File: src/sv/assert_macros.svh
// ----------------------------------------------------------------------------
// Assertion macros
// Shared concurrent assertion helpers, clocked by clk and disabled in reset.
// ----------------------------------------------------------------------------
`ifndef ASSERT_MACROS_SVH
`define ASSERT_MACROS_SVH
`ifndef SYNTHESIS
// Property must hold at every clock edge outside reset.
`define ECI_ASSERT(label, prop, msg) \
    label: assert property (@(posedge clk) disable iff (!rst_n) (prop)) else $error(msg);
// Condition must never be seen outside reset.
`define ECI_ASSERT_NEVER(label, cond, msg) \
    label: assert property (@(posedge clk) disable iff (!rst_n) !(cond)) else $error(msg);
`else
`define ECI_ASSERT(label, prop, msg)
`define ECI_ASSERT_NEVER(label, cond, msg)
`endif
`endif

File: src/sv/eci_pkg.sv
// ----------------------------------------------------------------------------
// Easing curve interpolator package
// Formats, curve codes, the queued word type, the power table and the quarter sine table.
// ----------------------------------------------------------------------------
package eci_pkg;

    localparam int FRACTION_BITS = 16;
    localparam int VALUE_WIDTH   = 24;
    localparam int TABLE_DEPTH   = 256;
    localparam int PROG_W        = FRACTION_BITS + 1;
    localparam int Q_BITS        = 30;
    localparam int TBL_AW        = $clog2(TABLE_DEPTH + 1);
    localparam int QUEUE_DEPTH   = 4;
    localparam int QUEUE_AW      = $clog2(QUEUE_DEPTH);

    localparam logic [63:0] LN2_Q30    = 64'd744261118;
    localparam logic [63:0] HALFPI_Q30 = 64'd1686629713;

    localparam logic [PROG_W-1:0] PROG_ONE  = PROG_W'(1) << FRACTION_BITS;
    localparam logic [PROG_W-1:0] PROG_HALF = PROG_W'(1) << (FRACTION_BITS - 1);

    // Curve codes, equal to the mode numbers on the input side.
    localparam logic [3:0] MODE_LINEAR      = 4'd0;
    localparam logic [3:0] MODE_EXPO_IN     = 4'd1;
    localparam logic [3:0] MODE_EXPO_OUT    = 4'd2;
    localparam logic [3:0] MODE_EXPO_INOUT  = 4'd3;
    localparam logic [3:0] MODE_CUBIC_IN    = 4'd4;
    localparam logic [3:0] MODE_CUBIC_OUT   = 4'd5;
    localparam logic [3:0] MODE_CUBIC_INOUT = 4'd6;
    localparam logic [3:0] MODE_BOUNCE_OUT  = 4'd7;
    localparam logic [3:0] MODE_BOUNCE_IN   = 4'd8;
    localparam logic [3:0] MODE_ELASTIC_IN  = 4'd9;
    localparam logic [3:0] MODE_ELASTIC_OUT = 4'd10;

    typedef struct packed {
        logic [3:0]                    curve;
        logic [PROG_W-1:0]             prog;
        logic                          is_zero;
        logic                          is_one;
        logic signed [VALUE_WIDTH-1:0] start_value;
        logic signed [VALUE_WIDTH-1:0] end_value;
    } eci_item_t;

    typedef logic [Q_BITS:0] rom_t [0:TABLE_DEPTH];

    // Divides a term of the power series by k, the step number.
    function automatic logic [63:0] pow2_step_div(logic [63:0] v, int k);
        logic [63:0] q;
        case (k)
            2:       q = v / 64'd2;
            3:       q = v / 64'd3;
            4:       q = v / 64'd4;
            5:       q = v / 64'd5;
            6:       q = v / 64'd6;
            7:       q = v / 64'd7;
            8:       q = v / 64'd8;
            9:       q = v / 64'd9;
            10:      q = v / 64'd10;
            11:      q = v / 64'd11;
            12:      q = v / 64'd12;
            13:      q = v / 64'd13;
            14:      q = v / 64'd14;
            default: q = v;
        endcase
        return q;
    endfunction

    // Divides a term of the sine series by 2k * (2k + 1).
    function automatic logic [63:0] sin_step_div(logic [63:0] v, int k);
        logic [63:0] q;
        case (k)
            1:       q = v / 64'd6;
            2:       q = v / 64'd20;
            3:       q = v / 64'd42;
            4:       q = v / 64'd72;
            5:       q = v / 64'd110;
            6:       q = v / 64'd156;
            7:       q = v / 64'd210;
            8:       q = v / 64'd272;
            9:       q = v / 64'd342;
            10:      q = v / 64'd420;
            default: q = v;
        endcase
        return q;
    endfunction

    // 2^(-i/TABLE_DEPTH) in Q30 from a truncated series.
    function automatic rom_t build_pow2_rom();
        rom_t               rom;
        logic [63:0]        y;
        logic [63:0]        term;
        logic signed [63:0] sum;
        for (int i = 0; i <= TABLE_DEPTH; i++)
        begin
            y    = (64'(i) * LN2_Q30 + 64'(TABLE_DEPTH / 2)) / 64'(TABLE_DEPTH);
            term = 64'(1) << Q_BITS;
            sum  = $signed(term);
            for (int k = 1; k <= 14; k++)
            begin
                term = pow2_step_div((term * y) >> Q_BITS, k);
                if ((k & 1) == 1)
                    sum = sum - $signed(term);
                else
                    sum = sum + $signed(term);
            end
            if (sum < 0)
                sum = 0;
            if (sum > (64'sd1 <<< Q_BITS))
                sum = 64'sd1 <<< Q_BITS;
            rom[i] = (Q_BITS + 1)'(sum);
        end
        return rom;
    endfunction

    // sin(pi/2 * i/TABLE_DEPTH) in Q30 from a truncated series.
    function automatic rom_t build_sin_rom();
        rom_t               rom;
        logic [63:0]        z;
        logic [63:0]        z2;
        logic [63:0]        term;
        logic signed [63:0] sum;
        for (int i = 0; i <= TABLE_DEPTH; i++)
        begin
            z    = (64'(i) * HALFPI_Q30 + 64'(TABLE_DEPTH / 2)) / 64'(TABLE_DEPTH);
            z2   = (z * z) >> Q_BITS;
            term = z;
            sum  = $signed(z);
            for (int k = 1; k <= 10; k++)
            begin
                term = sin_step_div((term * z2) >> Q_BITS, k);
                if ((k & 1) == 1)
                    sum = sum - $signed(term);
                else
                    sum = sum + $signed(term);
            end
            if (sum < 0)
                sum = 0;
            if (sum > (64'sd1 <<< Q_BITS))
                sum = 64'sd1 <<< Q_BITS;
            rom[i] = (Q_BITS + 1)'(sum);
        end
        return rom;
    endfunction

    localparam rom_t POW2_ROM = build_pow2_rom();
    localparam rom_t SIN_ROM  = build_sin_rom();

endpackage

File: src/sv/eci_front.sv
// ----------------------------------------------------------------------------
// Easing front end
// Unpacks an input word, clamps the progress and maps the mode to a curve.
// ----------------------------------------------------------------------------
module eci_front
    import eci_pkg::*;
(
    input  logic        s_axis_tvalid,
    output logic        s_axis_tready,
    // mode[3:0], progress[20:4], start_value[44:21], end_value[68:45], zero pad
    input  logic [71:0] s_axis_tdata,
    input  logic        q_full,
    output logic        push,
    output eci_item_t   item
);

    logic [3:0]        mode;
    logic [PROG_W-1:0] progress;
    logic [PROG_W-1:0] prog;

    assign mode     = s_axis_tdata[3:0];
    assign progress = s_axis_tdata[20:4];

    // Progress beyond one is taken as exactly one.
    assign prog = (progress > PROG_ONE) ? PROG_ONE : progress;

    always_comb
    begin
        item.prog        = prog;
        item.is_zero     = (prog == '0);
        item.is_one      = (prog == PROG_ONE);
        item.start_value = $signed(s_axis_tdata[44:21]);
        item.end_value   = $signed(s_axis_tdata[68:45]);
        unique case (mode) inside
            MODE_LINEAR, MODE_EXPO_IN, MODE_EXPO_OUT, MODE_EXPO_INOUT,
            MODE_CUBIC_IN, MODE_CUBIC_OUT, MODE_CUBIC_INOUT,
            MODE_BOUNCE_OUT, MODE_BOUNCE_IN, MODE_ELASTIC_IN, MODE_ELASTIC_OUT:
                item.curve = mode;
            default:
                item.curve = MODE_LINEAR;
        endcase
    end

    assign s_axis_tready = !q_full;
    assign push          = s_axis_tvalid && !q_full;

endmodule

File: config.mk
export PLATFORM = sky130hd
export DESIGN_NAME = eci_front
export DESIGN_NICKNAME = d
export VERILOG_FILES = /design/src/sv/assert_macros.svh /design/src/sv/eci_pkg.sv /design/src/sv/eci_front.sv
export SDC_FILE = /design/constraint.sdc
export NUM_CORES = 1
export LEC_CHECK = 0
export ABC_AREA = 1
export BUFFER_PORTS_ARGS = -buffer_cell sky130_fd_sc_hd__buf_2
export CORE_MARGIN = 4
export CORE_UTILIZATION = 29
export DETAILED_ROUTE_END_ITERATION = 10
export PLACE_DENSITY = 0.92
export REMOVE_ABC_BUFFERS = 1
export SLEW_MARGIN = 20
export SYNTH_ARGS = -nofsm -noshare
export SYNTH_HDL_FRONTEND = slang
export SYNTH_SLANG_ARGS = --single-unit
export TNS_END_PERCENT = 20
File: constraint.sdc
create_clock -name vclk -period 2.1
set_clock_uncertainty 0.1 [all_clocks]
set_input_delay 0.315 -clock vclk [all_inputs]
set_output_delay 0.315 -clock vclk [all_outputs]
set_load 0.05 [all_outputs]
==> results.txt <==
CP Max Fanout -> 16
hold_buf cts -> 0
final period utilization -> 88.5%
multi-input logic area -> 305 sq um
CP Launch Type -> input port
TNS Setup -> 0 ns
Required @ worst endpoint -> 1.68 ns
minimum clock period -> 1.86 ns
clock buffer count -> 0
hold depth -> 0
wire per inst -> 28.0 um
antenna viol nets, final -> 0
CP Capture Type -> output port
Least-Margin Pin Slew -> 0.334 ns
endpoints failing hold -> 0
largest net degree at the start of global routing -> 17
Site Rows -> 18
DIE AREA -> 3590 sq um
initial antenna violation count -> 0
leak pwr -> 0.434 nW
WS Path Type -> input port to output port
highest clock rate -> 538 MHz
via count -> 676
area share of fa/ha/maj cells after synthesis -> 0%
unrepaired setup endpoints after global routing -> no
Total Wirelength -> 4.37 mm
WP buf/inv -> 3
Placer Congestion -> 0.800
number of port buffers -> 48
max_cap viols -> 0
DR iter-0 viols -> 6
crit-path cells -> buf_2 -> nor2_1 -> nand2_1 -> nor2_1 -> nand2_2 -> nand2_4 -> inv_4 -> nor2_1 -> buf_2
DPL Wire Length -> 4.21 mm
IR drop worst, VDD -> 92.2 uV
Relative slew margins -> 77.7%
Slew Limit Fails -> 0
Worst path most repeated cell -> nor2_1
Seq cells -> 0
Internal -> 53.3 uW
post-synthesis mux area share -> 0%
postcts setup bufs -> 0
# setup viols final -> 0
Layout area overhead -> -14.1%
starting density of the core -> 31.0%
# diodes -> 0
dominant delay contributor by cell family on the critical path -> simple AND/OR/NAND/NOR gates
Seq/Total Area, Yosys -> 0%
HP Start -> s_axis_tdata[38]
largest family of logic cells by synthesized area -> buffers and inverters
vias in the first global route -> 615
Via density -> 4.33
Ports -> 147
register area -> 0 sq um
Synth Area in Compound Gates -> 5.76%
Synth Area in XOR/XNOR -> 0%
fill count -> 302
global-route total usage across every layer -> 23.0%
Mapped Cells -> 129
post-synth cell types -> 14
combinational cell fraction of total power -> 100.0%
GRT Residual Overflow -> 0
Synth Cell Area -> 782 sq um
CTS resizes -> 0
pwr dens -> 302 nW/um^2
post-layout util -> 26.6%
P_sw -> 150 uW
Finished Cell Area -> 672 sq um
syn_area_per_cell -> 6.06 sq um
first-pass GRT wire length -> 5.17 mm
Seq pwr share -> 0%
Die Width -> 59.9 um
NumNets Final -> 202
core area -> 2520 sq um
critical path's largest stage delay -> 0.27 ns
Min-Delay Endpoint -> item[41]
Yosys warnings -> 0
clock share of power -> 0%
slowest CP cell -> buf_2
CP arrival -> 1.44 ns
switch share -> 73.7%
drt pass-1 iters -> 4
Post-Synth Simple-Gate Area -> 33.3%
Die Ht -> 59.9 um
dpl cell area -> 672 sq um
status -> finished, final reports clean
layout cell share with drive strength beyond 1 -> 49.2%
Worst Hold Class -> input port to output port
DRC Markers -> 0
[stage by stage]
| step | hold slack [ns] | power [mW] | worst slack (ns) | std cells |
|---|---|---|---|---|
| 3_5_place_dp | 0.531 | 0.204 | 0.217 | 156 |
| 5_1_grt | 0.530 | 0.219 | 0.0662 | 156 |
| 4_1_cts | 0.531 | 0.205 | 0.208 | 156 |
| 2_1_floorplan | 0.530 | 0.138 | 0.160 | 78 |
| 3_3_place_gp | 0.531 | 0.202 | 0.221 | 156 |
| 6_report | 0.530 | 0.203 | 0.240 | 156 |
[cells in the final DEF (no fill, tap or decap)]
cell type / instances
o21ai_1: 1
inv_1: 22
nand2_2: 1
buf_2: 48
inv_4: 1
nor2_4: 10
o21ai_0: 7
a21oi_1: 1
nand2_1: 10
nand2_4: 1
nor2_1: 23
nor2_2: 1
[synthesized netlist by cell type]
cell type | instances | share of area [%]
o21ai_1 | 1 | 0.64
nor2_2 | 1 | 0.80
nor2_1 | 23 | 11
a21oi_1 | 1 | 0.64
nand2_1 | 10 | 4.8
buf_4 | 48 | 46
nor2_4 | 10 | 14
inv_4 | 1 | 0.80
o21ai_0 | 7 | 4.5
nand2_4 | 1 | 1.4
inv_1 | 22 | 11
nand2_2 | 1 | 0.80
clkbuf_1 | 2 | 0.96
buf_12 | 1 | 2.6
[power by group through the flow]
stage               Clock [mW]  Combinational (mW)  Sequential, mW
finish                       0               0.203               0
detailed placement           0               0.204               0
CTS                          0               0.205               0
floorplan                    0               0.138               0
global placement             0               0.202               0
global route                 0               0.219               0
[final cells by class]
cell class	instances	share of cell area [%]
multi-input cells	55	45.4
repair buffers	48	35.8
inverters	23	13.2
well taps	30	5.59
[logic make-up (layout without fill, tap and decap cells)]
kind of cell,Yosys count,in the layout
AO/OA/AOI/OAI,9,9
AND/OR/NAND/NOR,46,46
buffers and inverters,74,71
[worst max path at each step]
stage,startpoint,endpoint,slack (ns),cells past startpoint
5_1_grt,s_axis_tdata[6],item[49],0.07,12
4_1_cts,s_axis_tdata[6],item[50],0.21,9
6_report,s_axis_tdata[6],item[50],0.24,9
3_3_place_gp,s_axis_tdata[6],item[54],0.22,9
2_1_floorplan,s_axis_tdata[14],item[50],0.16,7
3_5_place_dp,s_axis_tdata[6],item[50],0.22,9
[routing by layer]
metal / vias to the layer above / track usage, % / wire length (um)
met4: 2 / 6.65 / 157
met1: 272 / 13.8 / 890
li1: 317 / - / -
met2: 79 / 41.4 / 2150
met5: - / 7.94 / 43
met3: 6 / 25.9 / 1120
No activity file was read; power rests on OpenSTA's default activity.
