==> config.mk <==
export PLATFORM = sky130hd
export DESIGN_NAME = eci_queue
export DESIGN_NICKNAME = d
export VERILOG_FILES = /design/src/sv/eci_pkg.sv /design/src/sv/eci_queue.sv
export VERILOG_INCLUDE_DIRS = /design/src /design/src/sv
export SDC_FILE = /design/constraint.sdc
export NUM_CORES = 1
export LEC_CHECK = 0
export BUFFER_PORTS_ARGS = -buffer_cell sky130_fd_sc_hd__buf_2
export CAP_MARGIN = 20
export CORE_MARGIN = 2
export CORE_UTILIZATION = 45
export DETAILED_ROUTE_END_ITERATION = 16
export PLACE_DENSITY = 0.67
export SYNTH_ARGS = -nofsm -noshare
export SYNTH_HDL_FRONTEND = slang
export SYNTH_SLANG_ARGS = --single-unit
==> constraint.sdc <==
create_clock -name clk -period 2.6 [get_ports clk]
set_clock_uncertainty 0.05 [all_clocks]
set_input_delay 0 -clock clk [delete_from_list [all_inputs] [get_ports clk]]
set_output_delay 0 -clock clk [all_outputs]
set_load 0.02 [all_outputs]
==> src/sv/assert_macros.svh <==
// ----------------------------------------------------------------------------
// Assertion macros
// Shared concurrent assertion helpers, clocked by clk and disabled in reset.
// ----------------------------------------------------------------------------
`ifndef ASSERT_MACROS_SVH
`define ASSERT_MACROS_SVH
`ifndef SYNTHESIS
// Property must hold at every clock edge outside reset.
`define ECI_ASSERT(label, prop, msg) \
    label: assert property (@(posedge clk) disable iff (!rst_n) (prop)) else $error(msg);
// Condition must never be seen outside reset.
`define ECI_ASSERT_NEVER(label, cond, msg) \
    label: assert property (@(posedge clk) disable iff (!rst_n) !(cond)) else $error(msg);
`else
`define ECI_ASSERT(label, prop, msg)
`define ECI_ASSERT_NEVER(label, cond, msg)
`endif
`endif

==> src/sv/eci_pkg.sv <==
// ----------------------------------------------------------------------------
// Easing curve interpolator package
// Formats, curve codes, the queued word type, the power table and the quarter sine table.
// ----------------------------------------------------------------------------
package eci_pkg;

    localparam int FRACTION_BITS = 16;
    localparam int VALUE_WIDTH   = 24;
    localparam int TABLE_DEPTH   = 256;
    localparam int PROG_W        = FRACTION_BITS + 1;
    localparam int Q_BITS        = 30;
    localparam int TBL_AW        = $clog2(TABLE_DEPTH + 1);
    localparam int QUEUE_DEPTH   = 4;
    localparam int QUEUE_AW      = $clog2(QUEUE_DEPTH);

    localparam logic [63:0] LN2_Q30    = 64'd744261118;
    localparam logic [63:0] HALFPI_Q30 = 64'd1686629713;

    localparam logic [PROG_W-1:0] PROG_ONE  = PROG_W'(1) << FRACTION_BITS;
    localparam logic [PROG_W-1:0] PROG_HALF = PROG_W'(1) << (FRACTION_BITS - 1);

    // Curve codes, equal to the mode numbers on the input side.
    localparam logic [3:0] MODE_LINEAR      = 4'd0;
    localparam logic [3:0] MODE_EXPO_IN     = 4'd1;
    localparam logic [3:0] MODE_EXPO_OUT    = 4'd2;
    localparam logic [3:0] MODE_EXPO_INOUT  = 4'd3;
    localparam logic [3:0] MODE_CUBIC_IN    = 4'd4;
    localparam logic [3:0] MODE_CUBIC_OUT   = 4'd5;
    localparam logic [3:0] MODE_CUBIC_INOUT = 4'd6;
    localparam logic [3:0] MODE_BOUNCE_OUT  = 4'd7;
    localparam logic [3:0] MODE_BOUNCE_IN   = 4'd8;
    localparam logic [3:0] MODE_ELASTIC_IN  = 4'd9;
    localparam logic [3:0] MODE_ELASTIC_OUT = 4'd10;

    typedef struct packed {
        logic [3:0]                    curve;
        logic [PROG_W-1:0]             prog;
        logic                          is_zero;
        logic                          is_one;
        logic signed [VALUE_WIDTH-1:0] start_value;
        logic signed [VALUE_WIDTH-1:0] end_value;
    } eci_item_t;

    typedef logic [Q_BITS:0] rom_t [0:TABLE_DEPTH];

    // Divides a term of the power series by k, the step number.
    function automatic logic [63:0] pow2_step_div(logic [63:0] v, int k);
        logic [63:0] q;
        case (k)
            2:       q = v / 64'd2;
            3:       q = v / 64'd3;
            4:       q = v / 64'd4;
            5:       q = v / 64'd5;
            6:       q = v / 64'd6;
            7:       q = v / 64'd7;
            8:       q = v / 64'd8;
            9:       q = v / 64'd9;
            10:      q = v / 64'd10;
            11:      q = v / 64'd11;
            12:      q = v / 64'd12;
            13:      q = v / 64'd13;
            14:      q = v / 64'd14;
            default: q = v;
        endcase
        return q;
    endfunction

    // Divides a term of the sine series by 2k * (2k + 1).
    function automatic logic [63:0] sin_step_div(logic [63:0] v, int k);
        logic [63:0] q;
        case (k)
            1:       q = v / 64'd6;
            2:       q = v / 64'd20;
            3:       q = v / 64'd42;
            4:       q = v / 64'd72;
            5:       q = v / 64'd110;
            6:       q = v / 64'd156;
            7:       q = v / 64'd210;
            8:       q = v / 64'd272;
            9:       q = v / 64'd342;
            10:      q = v / 64'd420;
            default: q = v;
        endcase
        return q;
    endfunction

    // 2^(-i/TABLE_DEPTH) in Q30 from a truncated series.
    function automatic rom_t build_pow2_rom();
        rom_t               rom;
        logic [63:0]        y;
        logic [63:0]        term;
        logic signed [63:0] sum;
        for (int i = 0; i <= TABLE_DEPTH; i++)
        begin
            y    = (64'(i) * LN2_Q30 + 64'(TABLE_DEPTH / 2)) / 64'(TABLE_DEPTH);
            term = 64'(1) << Q_BITS;
            sum  = $signed(term);
            for (int k = 1; k <= 14; k++)
            begin
                term = pow2_step_div((term * y) >> Q_BITS, k);
                if ((k & 1) == 1)
                    sum = sum - $signed(term);
                else
                    sum = sum + $signed(term);
            end
            if (sum < 0)
                sum = 0;
            if (sum > (64'sd1 <<< Q_BITS))
                sum = 64'sd1 <<< Q_BITS;
            rom[i] = (Q_BITS + 1)'(sum);
        end
        return rom;
    endfunction

    // sin(pi/2 * i/TABLE_DEPTH) in Q30 from a truncated series.
    function automatic rom_t build_sin_rom();
        rom_t               rom;
        logic [63:0]        z;
        logic [63:0]        z2;
        logic [63:0]        term;
        logic signed [63:0] sum;
        for (int i = 0; i <= TABLE_DEPTH; i++)
        begin
            z    = (64'(i) * HALFPI_Q30 + 64'(TABLE_DEPTH / 2)) / 64'(TABLE_DEPTH);
            z2   = (z * z) >> Q_BITS;
            term = z;
            sum  = $signed(z);
            for (int k = 1; k <= 10; k++)
            begin
                term = sin_step_div((term * z2) >> Q_BITS, k);
                if ((k & 1) == 1)
                    sum = sum - $signed(term);
                else
                    sum = sum + $signed(term);
            end
            if (sum < 0)
                sum = 0;
            if (sum > (64'sd1 <<< Q_BITS))
                sum = 64'sd1 <<< Q_BITS;
            rom[i] = (Q_BITS + 1)'(sum);
        end
        return rom;
    endfunction

    localparam rom_t POW2_ROM = build_pow2_rom();
    localparam rom_t SIN_ROM  = build_sin_rom();

endpackage

==> src/sv/eci_queue.sv <==
// ----------------------------------------------------------------------------
// Easing item queue
// Small FIFO between the front end and the curve pipeline.
// ----------------------------------------------------------------------------
`include "assert_macros.svh"

module eci_queue
    import eci_pkg::*;
(
    input  logic      clk,
    input  logic      rst_n,
    input  logic      push,
    input  eci_item_t din,
    output logic      full,
    input  logic      pop,
    output eci_item_t dout,
    output logic      empty
);

    eci_item_t            mem_reg [0:QUEUE_DEPTH-1];
    logic [QUEUE_AW-1:0]  wr_ptr_reg;
    logic [QUEUE_AW-1:0]  rd_ptr_reg;
    logic [QUEUE_AW:0]    count_reg;
    logic [QUEUE_AW-1:0]  wr_ptr_next;
    logic [QUEUE_AW-1:0]  rd_ptr_next;
    logic [QUEUE_AW:0]    count_next;

    assign full  = (count_reg == (QUEUE_AW + 1)'(QUEUE_DEPTH));
    assign empty = (count_reg == '0);
    assign dout  = mem_reg[rd_ptr_reg];

    always_comb
    begin
        wr_ptr_next = push ? wr_ptr_reg + 1'b1 : wr_ptr_reg;
        rd_ptr_next = pop ? rd_ptr_reg + 1'b1 : rd_ptr_reg;
        count_next  = count_reg;
        if (push && !pop)
            count_next = count_reg + 1'b1;
        else if (pop && !push)
            count_next = count_reg - 1'b1;
    end

    always_ff @(posedge clk or negedge rst_n)
    begin
        if (!rst_n)
        begin
            wr_ptr_reg <= '0;
            rd_ptr_reg <= '0;
            count_reg  <= '0;
        end
        else
        begin
            wr_ptr_reg <= wr_ptr_next;
            rd_ptr_reg <= rd_ptr_next;
            count_reg  <= count_next;
        end
    end

    always_ff @(posedge clk)
    begin
        if (push)
            mem_reg[wr_ptr_reg] <= din;
    end

    `ECI_ASSERT_NEVER(a_no_overflow, push && full, "word pushed into a full queue")
    `ECI_ASSERT_NEVER(a_no_underflow, pop && empty, "word popped from an empty queue")
    `ECI_ASSERT(a_ptrs_when_empty, empty |-> (rd_ptr_reg == wr_ptr_reg), "pointers disagree")

endmodule

==> flow_summary.ini, run 1 <==
[cells_and_area]
largest_reg_flops = 284
layout.nets = 735
area_growth_pct = 26.2
drive_gt1_share_pct = 40.7
n_fill_cell = 1748
final_core_util_pct = 57.8

[die]
start_util_pct = 45.8
die_h_um = 158
coreArea_um2 = 23400
die-area_um2 = 25100
rows = 56
fp.dieW_um = 158
boundaryPins = 148

[setup_path]
crit_arrival_ps = 2370
timing.rr.start = wr_ptr_reg[0]$_DFFE_PN0P_
crit_required_ps = 2550
worstSetupEndpointType = output port
cp-startpoint = rd_ptr_reg[0]$_DFFE_PN0P_
ff2ff_setup_slack_ps = 740
crit_fanout = 35
r2r_end = mem_reg[2][1]$_DFFE_PP_
r2r_cells = 4
start_kind = flop
crit_type = reg -> out

[clock_tree]
clk-insertion-delay-late_ps = 520
clockRootBuffer = clkbuf_16
h-tree-depth = 1
cts_made_buffers = 28
cts_setup_buffers = 0
cts_tree = built
clk_path_buf_depth = 3
clk_pin_slew_ps = 60
clock-sinks = 291

[yosys]
async_flop_share_pct = 2.41
synth_fp_nets = 486
mappedNetlistArea_um2 = 10700
ys_ff_latch = 291
synth_top_area_share_pct = 79.6
synth_edf_count = 284
yosysWarnings = 0
synth_cell_types = 19
ys_seq_area_share_pct = 81.2
synth-main-ff-cell = edfxtp_1
yosysTopAreaCell = edfxtp_1
yosys-top-cells-area = edfxtp_1 (80%), mux4_2 (15%), dfrtp_1 (1.6%), buf_12 (1.3%), ha_1 (0.58%)
syn_inst = 405
syn-mean-instance-area_um2 = 26.5

[timing]
worstMarginPinSlew_ps = 588
post-route-min-period_ps = 2420
rsz0062_at_grt = no
fin_tns_setup_ps = 0
drv_slew = 0
final-hold-violation-count = 0
period_share_pct = 93.1
setup_viol = 0
fmax_ghz = 0.413
max_slew_margin_pct = 60.8

[drt]
vias = 5027
wire_per_inst_um = 19.9
first_pass_iters = 4
vias_per_cell = 5.05
drc = 0
wirelength_mm = 19.8
initialDrtViolationCount = 357
antenna_left = 0

[hold_path]
hold_path_depth = 2
hold_path.class = in -> reg
hold_end = mem_reg[3][44]$_DFFE_PP_
hp-start = din[44]

[global_routing]
first_global_vias = 5432
grt_max_degree = 36
grt_pass1_wl_mm = 30.0
antenna_found_initial = 1
track_usage_pct = 15.9
overflow = 0

[place]
hpwl_mm = 11.7
routabilityCongestion = 0.693
portBuffers = 147

[run_status]
status = completed

[run]
drv_cap = 0

[power]
p_leak_nw = 4.67
power_density_nw_per_um2 = 1110
irDropWorstVdd_uv = 697
## how the worst max path moves through the flow
stage,endpoint,slack (ps),depth (start not counted)
after global placement,dout[66],720,3
after detailed placement,mem_reg[2][65]$_DFFE_PP_,700,4
after global routing,dout[66],30,3
final,dout[66],180,3
after floorplan,mem_reg[2][0]$_DFFE_PP_,610,3
after CTS,dout[66],110,3
## per-layer routing
metal / routed length (µm) / vias to the layer above / global-route usage [%]
li1: - / 2233 / -
met1: 8500 / 2614 / 21.2
met2: 9850 / 152 / 27.1
met3: 1120 / 28 / 3.24
met4: 305 / 0 / 4.12
met5: 0 / - / 0
## logic make-up after synthesis
group,Yosys count,synth area share (%)
AO/OA/AOI/OAI,1,0.0467
XOR/XNOR,6,0.491
adder cells (fa/ha/maj),6,0.771
buffers and inverters,20,1.93
flip-flops,291,81.2
multiplexers,72,15.1
AND/OR/NAND/NOR,9,0.455
## report_power, final
part           internal, mW  total [mW]  switching, mW
Clock                  2.23        3.86           1.62
Sequential             6.14        6.52          0.386
Combinational          2.02        4.66           2.63
## final cells by class
class / instances / area [µm²] / share of cell area [%]
diodes: 1 / 2.50 / 0.0185
clock inverters: 9 / 77.6 / 0.574
clock buffers: 42 / 805 / 5.95
well taps: 319 / 399 / 2.95
multi-input cells: 94 / 1810 / 13.4
flip-flops and latches: 291 / 8710 / 64.4
inverters: 4 / 15.0 / 0.111
repair buffers: 235 / 1700 / 12.5
## synth_stat cells (all sizes together) (2+ instances only)
master  count
nand2       2
mux4       71
buf        16
edfxtp    284
and2        4
dfrtp       7
xnor2       2
xor2        4
ha          5
inv         4
## per-stage QoR
stage	cells	total power, mW	worst slack [ps]	hold slack (ps)	cell area [µm²]
after floorplan	405	9.85	610	-346	10700
after global placement	868	11.2	717	-207	11900
after detailed placement	868	11.3	704	-202	11900
after CTS	994	15.3	114	146	13500
after global routing	994	15.7	34.8	165	13500
final	995	15.0	179	168	13500
## what timing repair did
item	CTS	global route
hold endpoints to repair	297	0
gates resized for setup	0	0
endpoints found under the setup margin	0	0
hold buffers	75	0
## layout by cell type, fill, tap and decap left out, types with 3 or more instances in the layout
master / instances
edfxtp_1: 284
buf_2: 147
dlygate4sd3_1: 75
mux4_2: 70
clkbuf_16: 29
clkbuf_1: 10
buf_12: 9
ha_1: 5
dfrtp_1: 5
inv_1: 4
and2_4: 4
xor2_1: 4
buf_4: 4
clkinvlp_4: 3
clkinv_1: 3
clkbuf_8: 3
## critical path, stage by stage, from the launching register on
cell	delay [ps]
dfrtp_4	670
buf_12	340
mux4_1	630
buf_2	190
(Power assumes the default switching activity.)
==> run 2: changes to the inputs <==
- CORE_UTILIZATION: 45 -> 51
- PLACE_DENSITY: 0.67 -> 0.75
==> run 2 against run 1 <==
- fmax grew 0.57%
- combinational power is essentially flat
- power grew 1.1%
- sequential power grew 1%
- die area shrank 11%
- core utilization grew 6.9 points
- largest cell class unchanged
- highest routed layer unchanged
==> flow_summary.ini, run 2 (synthesized netlist as in run 1, its figures left out) <==
[cells_and_area]
largest_reg_flops = 284
area_growth_pct = 25.8
final_common_cell = edfxtp_1
layout.nets = 735
n_fill_cell = 1405
drive_gt1_share_pct = 41.5
layout_common_cells = edfxtp_1 (284), buf_2 (147), dlygate4sd3_1 (75)

[clock_tree]
cts_setup_buffers = 0
cts_made_buffers = 28
h-tree-depth = 1
clockRootBuffer = clkbuf_16
holdBufCountCts = 75
cts_tree = built
clk_path_buf_depth = 3
clk_pin_slew_ps = 60
postCtsResizedCells = 0
clock-sinks = 291
clk-insertion-delay-late_ps = 530

[power]
power_frac_seq_pct = 43.4
power_density_nw_per_um2 = 1130
power_mw = 15.2
p_int_mw = 10.5
combinationalPowerShare_pct = 30.7
clkPwrFrac_pct = 25.9
irDropWorstVdd_uv = 733
power_switching_share_pct = 30.9
p_switching_mw = 4.70
p_leak_nw = 4.69

[drt]
initialDrtViolationCount = 290
wire_per_inst_um = 21.9
wirelength_mm = 20.8
antenna_left = 0
vias_per_cell = 5.31
first_pass_iters = 4
vias = 5043
drc = 0

[die]
rows = 53
fp.dieW_um = 149
die-area_um2 = 22200
boundaryPins = 148
coreArea_um2 = 20800
start_util_pct = 51.4
die_h_um = 149

[place]
routabilityCongestion = 0.702
hpwl_mm = 12.2
portBuffers = 147

[global_routing]
antenna_found_initial = 1
first_global_vias = 5412
track_usage_pct = 19.0
grt_max_degree = 44
overflow = 0
grt_pass1_wl_mm = 31.3

[setup_path]
worstSetupEndpointType = output port
crit_fanout = 25
start_kind = flop
crit_arrival_ps = 2360
crit_type = reg -> out
max_stage_delay_ps = 770
path_cells = buf_12 -> mux4_2 -> buf_2
cp_slowest_cell = dfrtp_4
crit_required_ps = 2550

[run]
drv_cap = 0

[timing]
max_slew_margin_pct = 64.8
post-route-min-period_ps = 2410
fin_tns_setup_ps = 0
worstMarginPinSlew_ps = 528
drv_slew = 0
final-hold-violation-count = 0
fmax_ghz = 0.415
setup_viol = 0
period_share_pct = 92.6
rsz0062_at_grt = no

[hold_path]
hold_path.class = in -> reg

[run_status]
status = completed
## run 2: power by group through the flow
stage | sequential (mW) | clock, mW | combinational (mW)
finish | 6.59 | 3.94 | 4.66
global route | 6.68 | 4.22 | 4.94
CTS | 6.61 | 4.01 | 4.72
detailed placement | 6.69 | 0 | 4.61
global placement | 6.62 | 0 | 4.57
floorplan | 6.38 | 0 | 3.47
## run 2: cell type report
type	instances	area [µm²]	share of cell area [%]
antenna	1	2.50	0.0186
clock buffer	36	792	5.88
clock inverter	14	125	0.929
inverter	4	15.0	0.111
multi-input combinational	94	1810	13.5
sequential	291	8710	64.6
tap	275	344	2.55
timing repair buffer	235	1670	12.4
## run 2: worst max-delay path: cells and delay by family (launching register included)
family	cells	cell delay [ps]
buffers and inverters	2	460
flip-flops	1	770
multiplexers	1	580
## run 2: path summary, 6_finish.rpt
path	start	endpoint	slack (ps)	cells after the start
worst max-delay path	rd_ptr_reg[0]$_DFFE_PN0P_	dout[42]	190	3
worst min-delay path	din[53]	mem_reg[3][53]$_DFFE_PP_	160	2
worst max register to register	wr_ptr_reg[0]$_DFFE_PN0P_	mem_reg[2][29]$_DFFE_PP_	740	4
worst min register to register	count_reg[2]$_DFFE_PN0P_	count_reg[2]$_DFFE_PN0P_	470	1
max in group asynchronous	rst_n	rd_ptr_reg[0]$_DFFE_PN0P_	1830	3
min in group asynchronous	rst_n	count_reg[0]$_DFFE_PN0P_	370	3
## run 2: per-stage QoR
step	hold WS [ps]	setup slack, ps	std cells	cell area, µm²	util, %
2_1_floorplan	-346	610	405	10700	-
3_3_place_gp	-207	726	824	11800	56.7
3_5_place_dp	-202	719	824	11800	56.7
4_1_cts	146	138	949	13500	64.7
5_1_grt	160	41.6	950	13500	64.7
6_report	164	193	950	13500	64.7
## run 2: per-layer routing
layer  global-route usage, %  vias up  wire length (µm)
li1                        -     2243                 -
met1                    25.2     2593              8180
met2                    32.1      172             10700
met3                    3.52       35              1450
met4                    6.33        0               466
met5                       0        -                 0
==> run 3: changes to the inputs <==
- ABC_AREA: unset -> 1
- CORE_UTILIZATION: 51 -> 52
==> run 3 against run 2 <==
- power up 12%
- setup slack better by 140 ps
- combinational power grew 36%
- fmax is 6.0% higher
- clock power increased by 4%
- synthesized area up 15%
- final cell count is 51% higher
- critical path type unchanged
- highest routed layer unchanged
==> flow_summary.ini, run 3 <==
[setup_path]
crit_required_ps = 2550
r2r_end = rd_ptr_reg[1]$_DFFE_PN0P_
crit_buf_inv = 2
cp_slowest_cell = dfrtp_4
worstSetupEndpointType = output port
ff2ff_setup_slack_ps = 970
crit_arrival_ps = 2220
start_kind = flop
path_cells = buf_12 -> nand2_1 -> o211ai_1 -> nand2_1 -> buf_2
crit_type = reg -> out
cp_common_cell = nand2_1
max_stage_delay_ps = 820
timing.rr.start = rd_ptr_reg[0]$_DFFE_PN0P_
r2r_cells = 3
critical-path-top-delay-family = flip-flops
crit_fanout = 58

[cells_and_area]
final_core_util_pct = 63.6
design_area_um2 = 14800
largest_reg_flops = 284
final_common_cell = edfxtp_1
drive_gt1_share_pct = 28.3
layout.nets = 1177
stdcell_count = 1437
area_growth_pct = 20.7
layout_common_cells = edfxtp_1 (284), nand2_1 (193), inv_1 (149)
antenna_cells = 0

[power]
power_mw = 17.0
p_switching_mw = 6.28
clkPwrFrac_pct = 24.1
power_density_nw_per_um2 = 1140
irDropWorstVdd_uv = 957
power_frac_seq_pct = 38.5
p_int_mw = 10.7
p_leak_nw = 6.00
power_switching_share_pct = 37.1
combinationalPowerShare_pct = 37.4

[yosys]
yosysTopAreaCell = edfxtp_1
synth_top_area_share_pct = 69.4
synth_cell_types = 22
synth-xor-area-share_pct = 0.285
yosysWarnings = 0
ys_seq_area_share_pct = 70.8
syn_inst = 876
synth-simple-area-share_pct = 7.74
ys_ff_latch = 291
synthMuxAreaShare_pct = 0
yosys-top-cells-count = edfxtp_1 (284), nand2_1 (193), inv_1 (153)
synth-main-ff-cell = edfxtp_1
synth_edf_count = 284
synth_fa_ha_area_share_pct = 0.672
mappedNetlistArea_um2 = 12300
synth_top_family_by_area = compound AO/OA/AOI/OAI gates
synth_compound_area_share_pct = 11.6
synth_most_common_cell = edfxtp_1
async_flop_share_pct = 2.41
syn-mean-instance-area_um2 = 14.0
yosys-top-cells-area = edfxtp_1 (69%), o211ai_2 (7.2%), nand2_1 (5.9%), inv_1 (4.7%), o211ai_1 (4.3%)
synth_fp_nets = 957

[global_routing]
grt_max_degree = 72
first_global_vias = 6874
antenna_found_initial = 0
overflow = 0
track_usage_pct = 17.7
grt_pass1_wl_mm = 34.5

[place]
place_area_um2 = 13100
routabilityCongestion = 0.706
place_ws_ps = 879
portBuffers = 147
dp_cells = 1309
hpwl_mm = 12.5

[timing]
setup_ws_ps = 329
fmax_ghz = 0.440
fin_tns_setup_ps = 0
rsz0062_at_grt = no
post-route-min-period_ps = 2270
drv_slew = 0
holdWs_ps = 171
max_slew_margin_pct = 58.3
worstMarginPinSlew_ps = 626
final-hold-violation-count = 0
period_share_pct = 87.3
setup_viol = 0

[clock_tree]
clock-sinks = 291
cts_made_buffers = 29
cts_tree = built
clockRootBuffer = clkbuf_16
clk-insertion-delay-late_ps = 520
clk_path_buf_depth = 3
clk_pin_slew_ps = 60
h-tree-depth = 1
cts_setup_buffers = 0

[drt]
initialDrtViolationCount = 396
wirelength_mm = 22.4
drc = 0
vias = 7086
wire_per_inst_um = 15.6
antenna_left = 0
vias_per_cell = 4.93
first_pass_iters = 5

[die]
start_util_pct = 52.7
rows = 56
boundaryPins = 148
die-area_um2 = 24900
die_h_um = 158
fp.dieW_um = 158
coreArea_um2 = 23300

[run]
drv_cap = 0

[hold_path]
hp-start = pop
hold_end = rd_ptr_reg[0]$_DFFE_PN0P_
hold_path_depth = 3
hold_path.class = in -> reg

[run_status]
status = completed
## run 3: changes by cell type in the layout (fill, tap and decap cells not counted), sizes merged, moves of 4 or more
| cell | previous run | this run |
|---|---|---|
| mux4 | 71 | 0 |
| o211ai | 0 | 142 |
| nand2 | 2 | 226 |
| clkinv | 8 | 16 |
| and2 | 4 | 0 |
| inv | 4 | 150 |
## run 3: worst max-delay path by stage
stage                                          from                 endpoint  slack, ps  depth (start not counted)
after floorplan           wr_ptr_reg[0]$_DFFE_PN0P_  mem_reg[2][0]$_DFFE_PP_         80                          4
after global placement    rd_ptr_reg[0]$_DFFE_PN0P_                 dout[38]        890                          5
after detailed placement  rd_ptr_reg[0]$_DFFE_PN0P_                 dout[38]        880                          5
after CTS                 rd_ptr_reg[0]$_DFFE_PN0P_                 dout[68]        310                          5
after global routing      rd_ptr_reg[0]$_DFFE_PN0P_                 dout[38]        180                          5
final                     rd_ptr_reg[0]$_DFFE_PN0P_                 dout[42]        330                          5
## run 3: layer usage
| metal | vias up | global-route usage [%] | routed length [µm] |
|---|---|---|---|
| met4 | 0 | 3.77 | 273 |
| met5 | - | 0 | 0 |
| met3 | 24 | 2.98 | 1250 |
| met2 | 152 | 30.2 | 10900 |
| li1 | 3481 | - | - |
| met1 | 3429 | 24.1 | 9910 |
## run 3: power groups by stage
stage          logic (mW)  registers, mW  clock network [mW]
4_1_cts              6.46           6.54                4.16
3_5_place_dp         6.35           6.63                   0
5_1_grt              6.97           6.61                4.35
3_3_place_gp         6.24           6.59                   0
6_report             6.34           6.53                4.08
2_1_floorplan        5.05           6.47                   0
## run 3: timing repair
item,in CTS,in global routing
endpoints found under the hold margin,297,0
resized for setup,0,0
hold buffers,75,0
## run 3: worst min-delay path: stages
cell           delay, ps
dlygate4sd3_1        510
buf_2                130
xor2_1                60
## run 3: cell type report
cell class | count | area (µm²)
inverter | 154 | 584
fill | 1691 | 8500
sequential | 291 | 8710
multi-input combinational | 383 | 2500
clock inverter | 19 | 203
clock buffer | 34 | 744
tap | 319 | 399
timing repair buffer | 237 | 1700
## run 3: kinds of logic (layout without fill, tap and decap cells)
logic type | Yosys count | after routing
flip-flops | 291 | 291
adder cells (fa/ha/maj) | 6 | 6
buffers and inverters | 202 | 444
AND/OR/NAND/NOR | 230 | 230
XOR/XNOR | 4 | 4
AO/OA/AOI/OAI | 143 | 143
